--- config.mk ---
export PLATFORM = sky130hd
export DESIGN_NAME = byte_ring_fifo_with_peek_commit_unit
export DESIGN_NICKNAME = d
export VERILOG_FILES = /design/src/brf_pkg.sv /design/src/brf_ctrl.sv /design/src/brf_datapath.sv /design/src/byte_ring_fifo_with_peek_commit_unit.sv
export SDC_FILE = /design/constraint.sdc
export NUM_CORES = 2
export LEC_CHECK = 0
export BUFFER_PORTS_ARGS = -buffer_cell sky130_fd_sc_hd__buf_2
export CAP_MARGIN = 20
export CORE_ASPECT_RATIO = 1.2
export CORE_UTILIZATION = 35
export DETAILED_ROUTE_END_ITERATION = 10
export GPL_ROUTABILITY_DRIVEN = 0
export SLEW_MARGIN = 20
export SYNTH_ARGS = -nofsm -noshare
export SYNTH_HDL_FRONTEND = slang
export SYNTH_HIERARCHICAL = 1
export SYNTH_SLANG_ARGS = --single-unit
--- constraint.sdc ---
create_clock -name clock -period 6.4 [get_ports clock]
set_input_delay 0 -clock clock [delete_from_list [all_inputs] [get_ports clock]]
set_output_delay 0 -clock clock [all_outputs]
set_load 0.1 [all_outputs]
--- src/brf_pkg.sv ---
// ---------------------------------------------------------------------------
// brf_pkg
// Shared request codes, widths and control types for the byte ring FIFO.
// ---------------------------------------------------------------------------
package brf_pkg;

   localparam int DEPTH_DEFAULT = 256;

   localparam int REQ_W   = 3;
   localparam int BYTE_W  = 8;
   localparam int COUNT_W = 9;

   localparam logic [REQ_W-1:0] REQ_PUT    = 3'd0;
   localparam logic [REQ_W-1:0] REQ_GET    = 3'd1;
   localparam logic [REQ_W-1:0] REQ_PEEK   = 3'd2;
   localparam logic [REQ_W-1:0] REQ_SUBMIT = 3'd3;
   localparam logic [REQ_W-1:0] REQ_CANCEL = 3'd4;
   localparam logic [REQ_W-1:0] REQ_CLEAR  = 3'd5;

   // controller -> datapath
   typedef struct packed {
      logic load;    // transaction taken this cycle, execute it
   } brf_cmd_type;

endpackage

--- src/brf_ctrl.sv ---
// ---------------------------------------------------------------------------
// brf_ctrl
// Handshake controller: tracks whether the result register holds an
// untaken result and decides when a new request may be taken.
// ---------------------------------------------------------------------------
module brf_ctrl (
   input  logic                    clock,
   input  logic                    reset,
   input  logic                    req_valid,
   output logic                    req_stall,
   output logic                    rsp_valid,
   input  logic                    rsp_stall,
   output brf_pkg::brf_cmd_type    cmd
);

   typedef enum logic {
      ST_IDLE,
      ST_HOLD
   } state_type;

   state_type state_ff;
   state_type state_in;
   logic      take;

   // a request may enter when the result slot is empty or drains this cycle
   assign req_stall = (state_ff == ST_HOLD) && rsp_stall;
   assign take      = req_valid && !req_stall;
   assign rsp_valid = (state_ff == ST_HOLD);
   assign cmd.load  = take;

   always_comb begin
      state_in = state_ff;
      if (take) begin
         state_in = ST_HOLD;
      end else if ((state_ff == ST_HOLD) && !rsp_stall) begin
         state_in = ST_IDLE;
      end
   end

   always_ff @(posedge clock) begin
      if (reset) begin
         state_ff <= ST_IDLE;
      end else begin
         state_ff <= state_in;
      end
   end

endmodule

--- src/brf_datapath.sv ---
// ---------------------------------------------------------------------------
// brf_datapath
// Byte store, the write/front/peek pointers and the result register.
// ---------------------------------------------------------------------------
module brf_datapath #(
   parameter int DEPTH = brf_pkg::DEPTH_DEFAULT
) (
   input  logic                          clock,
   input  logic                          reset,
   input  brf_pkg::brf_cmd_type          cmd,
   input  logic [brf_pkg::REQ_W-1:0]     req_type,
   input  logic [brf_pkg::BYTE_W-1:0]    req_byte_in,
   input  logic                          req_burst_end,
   output logic [brf_pkg::BYTE_W-1:0]    rsp_byte_out,
   output logic                          rsp_accepted,
   output logic [brf_pkg::COUNT_W-1:0]   rsp_used_count,
   output logic [brf_pkg::COUNT_W-1:0]   rsp_unread_count,
   output logic                          rsp_last
);

   localparam int IDX_W = $clog2(DEPTH);
   localparam int PTR_W = IDX_W + 1;
   localparam int EXT_W = (PTR_W > brf_pkg::COUNT_W) ? PTR_W : brf_pkg::COUNT_W;

   logic [brf_pkg::BYTE_W-1:0] mem_ff [DEPTH];

   logic [PTR_W-1:0] wp_ff, wp_in;
   logic [PTR_W-1:0] fp_ff, fp_in;
   logic [PTR_W-1:0] pp_ff, pp_in;

   logic [PTR_W-1:0] used_now;
   logic [PTR_W-1:0] unread_now;
   logic [PTR_W-1:0] used_nxt;
   logic [PTR_W-1:0] unread_nxt;
   logic [EXT_W-1:0] used_ext;
   logic [EXT_W-1:0] unread_ext;

   logic             acc;
   logic             do_write;
   logic             do_read;
   logic [IDX_W-1:0] rd_idx;

   logic [brf_pkg::BYTE_W-1:0]  rd_data_ff;
   logic                        rd_sel_ff;
   logic                        acc_ff;
   logic [brf_pkg::COUNT_W-1:0] used_ff;
   logic [brf_pkg::COUNT_W-1:0] unread_ff;
   logic                        last_ff;

   assign used_now   = wp_ff - fp_ff;
   assign unread_now = wp_ff - pp_ff;

   always_comb begin
      wp_in    = wp_ff;
      fp_in    = fp_ff;
      pp_in    = pp_ff;
      acc      = 1'b0;
      do_write = 1'b0;
      do_read  = 1'b0;
      rd_idx   = pp_ff[IDX_W-1:0];
      unique case (req_type)
         brf_pkg::REQ_PUT: begin
            if (used_now < PTR_W'(DEPTH)) begin
               do_write = 1'b1;
               wp_in    = wp_ff + PTR_W'(1);
               acc      = 1'b1;
            end
         end
         brf_pkg::REQ_GET: begin
            rd_idx = fp_ff[IDX_W-1:0];
            if (used_now != '0) begin
               do_read = 1'b1;
               fp_in   = fp_ff + PTR_W'(1);
               pp_in   = fp_ff + PTR_W'(1);
               acc     = 1'b1;
            end
         end
         brf_pkg::REQ_PEEK: begin
            if (unread_now != '0) begin
               do_read = 1'b1;
               pp_in   = pp_ff + PTR_W'(1);
               acc     = 1'b1;
            end
         end
         brf_pkg::REQ_SUBMIT: begin
            fp_in = pp_ff;
            acc   = 1'b1;
         end
         brf_pkg::REQ_CANCEL: begin
            pp_in = fp_ff;
            acc   = 1'b1;
         end
         brf_pkg::REQ_CLEAR: begin
            wp_in = '0;
            fp_in = '0;
            pp_in = '0;
            acc   = 1'b1;
         end
         default: begin
         end
      endcase
   end

   assign used_nxt   = wp_in - fp_in;
   assign unread_nxt = wp_in - pp_in;
   assign used_ext   = EXT_W'(used_nxt);
   assign unread_ext = EXT_W'(unread_nxt);

   // pointers
   always_ff @(posedge clock) begin
      if (reset) begin
         wp_ff <= '0;
         fp_ff <= '0;
         pp_ff <= '0;
      end else if (cmd.load) begin
         wp_ff <= wp_in;
         fp_ff <= fp_in;
         pp_ff <= pp_in;
      end
   end

   // byte store: one write port, one registered read port
   always_ff @(posedge clock) begin
      if (cmd.load && do_write) begin
         mem_ff[wp_ff[IDX_W-1:0]] <= req_byte_in;
      end
      if (cmd.load) begin
         rd_data_ff <= mem_ff[rd_idx];
      end
   end

   // result register, loaded only when a transaction is taken
   always_ff @(posedge clock) begin
      if (cmd.load) begin
         rd_sel_ff <= do_read;
         acc_ff    <= acc;
         used_ff   <= used_ext[brf_pkg::COUNT_W-1:0];
         unread_ff <= unread_ext[brf_pkg::COUNT_W-1:0];
         last_ff   <= req_burst_end;
      end
   end

   assign rsp_byte_out      = rd_sel_ff ? rd_data_ff : '0;
   assign rsp_accepted      = acc_ff;
   assign rsp_used_count    = used_ff;
   assign rsp_unread_count  = unread_ff;
   assign rsp_last          = last_ff;

endmodule

--- src/byte_ring_fifo_with_peek_commit_unit.sv ---
// ---------------------------------------------------------------------------
// byte_ring_fifo_with_peek_commit_unit
// Byte ring FIFO with committed front and speculative peek pointer.
// ---------------------------------------------------------------------------
// One request is taken per clock cycle; its result is presented on the rsp_
// channel the cycle after it is taken, because the byte store read is
// registered at the taking edge. The result register holds one result: while
// it is full and rsp_stall is high, req_stall is raised, otherwise a new
// request is taken in the same cycle the previous result leaves. Capacity is
// DEPTH bytes (a power of two from 2 to 65536); the counts on the result are
// the low 9 bits of the pointer distances. The store needs no clearing pass.
module byte_ring_fifo_with_peek_commit_unit #(
   parameter int DEPTH = brf_pkg::DEPTH_DEFAULT
) (
   input  logic                          clock,
   input  logic                          reset,
   input  logic                          req_valid,
   output logic                          req_stall,
   input  logic [brf_pkg::REQ_W-1:0]     req_type,
   input  logic [brf_pkg::BYTE_W-1:0]    req_byte_in,
   input  logic                          req_burst_end,
   output logic                          rsp_valid,
   input  logic                          rsp_stall,
   output logic [brf_pkg::BYTE_W-1:0]    rsp_byte_out,
   output logic                          rsp_accepted,
   output logic [brf_pkg::COUNT_W-1:0]   rsp_used_count,
   output logic [brf_pkg::COUNT_W-1:0]   rsp_unread_count,
   output logic                          rsp_last
);

   brf_pkg::brf_cmd_type    cmd;

   brf_ctrl u_ctrl (
      .clock     (clock),
      .reset     (reset),
      .req_valid (req_valid),
      .req_stall (req_stall),
      .rsp_valid (rsp_valid),
      .rsp_stall (rsp_stall),
      .cmd       (cmd)
   );

   brf_datapath #(
      .DEPTH (DEPTH)
   ) u_datapath (
      .clock            (clock),
      .reset            (reset),
      .cmd              (cmd),
      .req_type         (req_type),
      .req_byte_in      (req_byte_in),
      .req_burst_end    (req_burst_end),
      .rsp_byte_out     (rsp_byte_out),
      .rsp_accepted     (rsp_accepted),
      .rsp_used_count   (rsp_used_count),
      .rsp_unread_count (rsp_unread_count),
      .rsp_last         (rsp_last)
   );

   // a taken transaction always shows up as a result next cycle
   assert property (@(posedge clock) disable iff (reset)
      (req_valid && !req_stall) |=> rsp_valid)
      else $error("taken transaction produced no result");

   // result slot is never overwritten while its result waits
   assert property (@(posedge clock) disable iff (reset)
      (rsp_valid && rsp_stall) |-> req_stall)
      else $error("request taken over a stalled result");

   // a nonzero byte only comes from a successful get or peek
   assert property (@(posedge clock) disable iff (reset)
      (rsp_valid && (rsp_byte_out != '0)) |-> rsp_accepted)
      else $error("byte returned on a refused request");

   // peek never runs ahead of the write pointer or behind the front (checked for DEPTH up to 256)
   assert property (@(posedge clock) disable iff (reset)
      ((DEPTH <= 256) && rsp_valid) |-> (rsp_unread_count <= rsp_used_count))
      else $error("unread count exceeds used count");

endmodule
; ---- Word-level counts from Yosys, hierarchy flattened
; Memories as Yosys holds them, arrays and structs flattened. A register that Yosys moved wholly into a read port is not among the register bits.
; Cells that the tools add are included.
[totals]
ramBits = 2048
in_bits = 16
output_inout_bits = 30
wordCells = 53
reg_bits = 49
mem_count = 1
[mem_list]
columns = memory, depth, width, read_ports, rd_clocked_by_memory_dff, write_ports, line
row1 = u_datapath.mem_ff, 256, 8, 1, 1, 1, brf_datapath.sv:25  ; logic [brf_pkg::BYTE_W-1:0] mem_ff [DEPTH];
[classes]
reduce_logical = 11
mux = 19
n_lt_le_gt_ge = 1
addsub = 7
n_eq_ne = 5
[ops]
columns = op, n
row1 = $mux W9, 4
row2 = $pmux W9 S4, 1
row3 = $sub A9 B9 Y9, 4
row4 = $add A9 B1 Y9 const B, 3
row5 = $pmux W9 S3, 1
row6 = $pmux W9 S2, 1
row7 = $reduce_bool A9 Y1, 2
row8 = $mux W8, 2
row9 = $lt A9 B9 Y1 const B, 1
row10 = $mux W1, 8
row11 = $eq A3 B2 Y1 const B, 2
row12 = $eq A3 B3 Y1 const B, 2
row13 = $logic_and A1 B1 Y1, 4
row14 = $pmux W1 S4, 1
row15 = $eq A3 B1 Y1 const B, 1
row16 = $logic_not A3 Y1, 1
row17 = $reduce_or A3 Y1, 1
row18 = $logic_not A1 Y1, 2
row19 = $pmux W1 S2, 1
row20 = $reduce_bool A2 Y1, 1

; ---- Longest topological paths before layout
[depth]
depth_word = 7
ltp_mapped = 26
depth_no_buf = 23

; ---- Modules after synthesis
; The synthesis kept the hierarchy.
[by_module_without_submodules]
columns = mod, cells_each, area_each_um2, seq_area_each_um2, n_inst
row1 = brf_datapath, 6566, 86710.7, 62910.3, 1
row2 = brf_ctrl, 5, 46.3, 20.0, 1

; ---- Worst setup path before layout
; No wires, ideal clock.
[synth_timing]
path_kind = reg-to-reg
start = register u_datapath.fp_ff[5]
end = register u_datapath.unread_ff (netlist bit u_datapath/rsp_unread_count[8]), data pin
t_required_ps = 6140
period_less_slack_ps = 5247
path_buffers = 4
slack_ps = 1153
arrival_ps = 4987
setup_time_ps = 260
stages_incl_launch_ff = 27
path_cell_list = dfxtp_1 > clkbuf_1 > clkbuf_1 > inv_1 > ha_1 > nand3_1 > o21bai_1 > and4b_1 > or4_1 > and4_1 > clkbuf_1 > and2_1 > clkbuf_1 > nor3_1 > a21oi_1 > nand3_1 > ha_1 > inv_1 > fa_1 > a21o_1 > a21oi_1 > o21bai_1 > a21oi_1 > o21bai_1 > a21oi_1 > xnor2_1 > xnor2_1
[synth_between]
elab_chain_len = 5
word_cells_on_any_way = 9
cone_classes = 3 x add/sub / 1 x order compare / 4 x mux / 1 x reduce/logical
[synth_rtl]
columns = item, line
row1 = start: declaration, brf_datapath.sv:28  ; logic [PTR_W-1:0] fp_ff, fp_in;
row2 = start signal: assignment, brf_datapath.sv:117  ; fp_ff <= fp_in;
row3 = $sub A9 B9 Y9, brf_datapath.sv:50  ; assign used_now = wp_ff - fp_ff;
row4 = $reduce_bool A9 Y1, brf_datapath.sv:71  ; if (used_now != '0) begin
row5 = $mux W9, brf_datapath.sv:71
row6 = $pmux W9 S4, brf_datapath.sv:61  ; unique case (req_type)
row7 = named net u_datapath.pp_in[0], brf_datapath.sv:29  ; logic [PTR_W-1:0] pp_ff, pp_in;
row8 = $sub A9 B9 Y9, brf_datapath.sv:105  ; assign unread_nxt = wp_in - pp_in;
row9 = named net u_datapath.unread_ext[8], brf_datapath.sv:36  ; logic [EXT_W-1:0] unread_ext;
row10 = end signal: assignment, brf_datapath.sv:138  ; unread_ff <= unread_ext[brf_pkg::COUNT_W-1:0];
row11 = end: declaration, brf_datapath.sv:47  ; logic [brf_pkg::COUNT_W-1:0] unread_ff;
; The timed path passes the listed nets, and every way through them passes these cells.
; A chain may end at the register's enable or synchronous reset.

; ---- Worst setup path after layout
[layout_timing]
start = register u_datapath.wp_ff[0]
end = register u_datapath.unread_ff (netlist bit u_datapath/rsp_unread_count[8]), data pin
[layout_between]
elab_chain_len = 5
word_cells_on_any_way = 12
cone_classes = 4 x add/sub / 1 x order compare / 5 x mux / 2 x reduce/logical
[layout_rtl]
columns = item, line
row1 = start: declaration, brf_datapath.sv:27  ; logic [PTR_W-1:0] wp_ff, wp_in;
row2 = start signal: assignment, brf_datapath.sv:116  ; wp_ff <= wp_in;
row3 = "$sub A9 B9 Y9, on equally long branches", "brf_datapath.sv:51, brf_datapath.sv:50"
row4 = "$reduce_bool A9 Y1, on equally long branches", "brf_datapath.sv:79, brf_datapath.sv:71"
row5 = "$mux W9, on equally long branches", "brf_datapath.sv:79, brf_datapath.sv:71"
row6 = $pmux W9 S4 (*), brf_datapath.sv:61
row7 = named net u_datapath.pp_in[0], brf_datapath.sv:29
row8 = $sub A9 B9 Y9 (*), brf_datapath.sv:105
row9 = named net u_datapath.unread_ext[8], brf_datapath.sv:36
; The timed path passes the listed nets; every way through them passes the cells marked *.

==> summary.txt <==
share of cells above drive strength 1: 0.104
largest net degree at the start of global routing: 183
most used cell, CP: a21oi_1
clk_skew: 0.0433 ns
mapped cell area: 86800 um2
syn nets: 6628
drt total wl: 286000 um
Final Cycle Share: 0.882
clk_lat worst skew: 0.87 ns
# H-tree levels: 4
post-layout util: 0.399
# hold bufs at CTS: 19
CTS tree: yes
sequential-to-total area share from yosys stat: 0.725
Slew Viols, Final: 0
detailed-route DRC error count: 0
Req. time, crit path: 6.99 ns
status: complete, no violations
Max stage delay cell, worst path: and4_1
Tot Pwr: 29.5 mW
FFs w/ async S/R, synth: 0
Tightest Pin Transition: 1.32 ns
Syn Inst Count: 6571
compound-gate portion of the synthesized area: 0.0603
relative slew slack: 0.120
CP max FO: 8
DRT Pass-1 Iters: 6
worst path arrival time: 6.24 ns
Min Hold Slack: 0.183 ns
Final Cell Area: 98100 um2
vias in the first global route: 54.6k
die area: 250000 um2
final antenna-violating net count: 0
post-synthesis xor/xnor area fraction: 0.00303
clock buffer depth: 4
CP Cell Sequence: inv_1 > ha_1 > fa_1 > nor2b_1 > o21bai_1 > and4b_1 > o31ai_1 > and4_1 > a21oi_1 > o21ai_0 > nand3_1 > nand3_1 > ha_1 > inv_1 > fa_1 > a21o_1 > a21oi_1 > o21bai_1 > a21oi_1 > o21bai_1 > a21oi_1 > xnor2_1 > xnor2_1
placed wire-length estimate: 179000 um
initial DRC count: 8037
root buffer cell: clkbuf_16
final net count: 6716
predominant post-synthesis flop cell: edfxtp_1
Std-Cell Core Area: 246000 um2
fmax: 177 MHz
RSZ-0062 raised after global routing: false
Tmin final: 5.65 ns
Buf+Inv Stages, Crit Path: 2
setup TNS: 0 ns
leakage power: 32.3 nW
std cell rows: 199
Unique masters post-synth: 90
Max VDD drop: 0.250 mV
drt via density: 5.78
Max Cap Viol: 0
I/O Buffers: 45
Warnings, synthesis: 6
CTS clk-pin slew, worst paths: 0.07 ns
largest family of logic cells by synthesized area: simple AND/OR/NAND/NOR gates
Mean Syn Cell Area: 13.2 um2
clock sink count: 2105
Initial Util: 0.353
FF+latch count, synth: 2105
final hold viol count: 0
Adder-Cell Fraction of Synth Area: 0.00617
Setup Viol. Count Final: 0
CTS buffer count: 198
vias after detailed routing: 58.0k
min-delay worst type: in -> reg
All-Layer GR Usage: 0.222
critical path type: reg -> reg
post-CTS setup buffer count: 0
Post-synth EDFFs: 2077
Layout Area Growth over Synthesis: 13.1%
cts repair resizes: 0
DIE WIDTH: 456 um
Routed WL per cell: 28.5 um
crit path capture type: flip-flop
placed inst area: 91500 um2
post-synthesis simple-gate area fraction: 0.150
GRT Residual Overflow: 0
first-pass GRT wire length: 406000 um
Critical Path Start Type: flip-flop
slowest cell delay on critical path: 0.45 ns
initial antenna violation count: 15
Power Density: 301 nW/um2
delay-heaviest family, CP: compound AO/OA/AOI/OAI gates
post-synthesis mux area share: 0.0289
Ports: 46
DIE HEIGHT: 547 um
per-stage QoR:
step / instances / worst slack, ns
3_3_place_gp: 9654 / 0.782
6_report: 10000 / 0.754
3_5_place_dp: 9655 / 0.757
4_1_cts: 10000 / 0.858
5_1_grt: 10000 / 0.402
2_1_floorplan: 6571 / 1.15
power by group:
part	internal, mW	total [mW]	switching [mW]
Clock	6.80	11.9	5.10
Combinational	0.627	2.42	1.79
Sequential	15.2	15.2	0.0379
Total	22.6	29.5	6.93
cells by family (layout without fill, tap and decap cells):
| kind of cell | Yosys count | count (layout) |
|---|---|---|
| buffers and inverters | 475 | 709 |
| adders and majority gates | 41 | 41 |
| and+or+nand+nor | 3015 | 3015 |
| DFF | 2105 | 2105 |
| AOI/OAI and AO/OA | 751 | 751 |
| other | 0 | 14 |
| muxes | 154 | 154 |
| xor gates and xnor gates | 30 | 30 |
worst paths after layout:
check                           start                              to  slack [ns]  depth (start not counted)
hold / removal              req_valid    u_datapath/rsp_used_count[4]        0.18                          3
setup reg to reg  u_datapath/wp_ff[0]  u_datapath/rsp_unread_count[8]        0.75                         23
setup / recovery  u_datapath/wp_ff[0]  u_datapath/rsp_unread_count[8]        0.75                         23
hold reg to reg   u_datapath/wp_ff[0]             u_datapath/wp_ff[0]        0.59                          2
cells in the final DEF, fill, tap and decap left out, drive strengths merged, types with 35 or more instances in the layout:
cell	n
a311oi	69
a21oi	156
buf	281
and3	136
a211oi	35
nand3	607
clkinv	72
mux4	77
ha	38
o21ai	80
edfxtp	2077
a31oi	130
inv	55
nand2	1702
clkbuf	249
nand4	60
mux2i	75
nor2	362
tightest hold or removal path, stage by stage:
cell and delay (ns):
dlygate4sd3_1 0.54, buf_2 0.13, nor2b_4 0.18
synth_stat cells (11+ instances only):
library cell | instances | area share
buf_1 | 34 | 0.0015
a211oi_1 | 35 | 0.0030
nand3_1 | 607 | 0.035
a2111oi_0 | 17 | 0.0017
nor3_1 | 33 | 0.0019
xnor2_1 | 20 | 0.0020
o2111ai_1 | 25 | 0.0025
and2_1 | 11 | 0.00079
inv_1 | 54 | 0.0023
a21o_1 | 24 | 0.0021
nor2b_1 | 15 | 0.0011
nand2_1 | 1702 | 0.074
o211ai_1 | 15 | 0.0013
o31ai_1 | 13 | 0.0011
o22ai_1 | 14 | 0.0010
clkbuf_1 | 129 | 0.0056
buf_6 | 11 | 0.0014
a41oi_1 | 12 | 0.0012
nor4_1 | 19 | 0.0014
ha_1 | 38 | 0.0055
nand4_1 | 60 | 0.0043
edfxtp_1 | 2077 | 0.72
nor2_1 | 357 | 0.015
nand2b_1 | 13 | 0.00094
and3_1 | 136 | 0.0098
mux2i_1 | 75 | 0.0087
or4_1 | 14 | 0.0012
a22oi_1 | 32 | 0.0028
buf_4 | 31 | 0.0027
a31o_2 | 18 | 0.0018
a31oi_1 | 130 | 0.0094
mux4_2 | 77 | 0.020
a21oi_1 | 153 | 0.0088
a32oi_1 | 24 | 0.0024
a311oi_1 | 69 | 0.0070
buf_2 | 214 | 0.012
dfxtp_1 | 28 | 0.0065
o21ai_0 | 78 | 0.0045
sequential cells by signal, indices dropped and copies added (netlist names):
| signal | flops |
|---|---|
| u_datapath/mem_ff | 2048 |
| u_datapath/fp_ff | 9 |
| u_datapath/rsp_used_count | 9 |
| u_datapath/pp_ff | 9 |
| u_datapath/rsp_last | 1 |
| u_datapath/rsp_accepted | 1 |
| u_datapath/rd_data_ff | 8 |
| u_datapath/rd_sel_ff | 1 |
| u_ctrl/rsp_valid | 1 |
| u_datapath/rsp_unread_count | 9 |
| u_datapath/wp_ff | 9 |
per-layer routing:
metal | up-vias | share of wire | track usage
li1 | 24600 | - | -
met1 | 29300 | 0.37 | 0.287
met2 | 3460 | 0.47 | 0.356
met3 | 665 | 0.097 | 0.0375
met4 | 12 | 0.063 | 0.125
met5 | - | 0.00020 | 0
final cells by class:
type	instances	area (um2)
flip-flops and latches	2105	62900
well taps	3216	4020
fillers	22400	148000
multi-input cells	3991	21800
inverters	55	206
clock inverters	105	1170
repair buffers	308	2770
diodes	14	35.0
clock buffers	241	5200
Power figures use the tool's default switching activity.
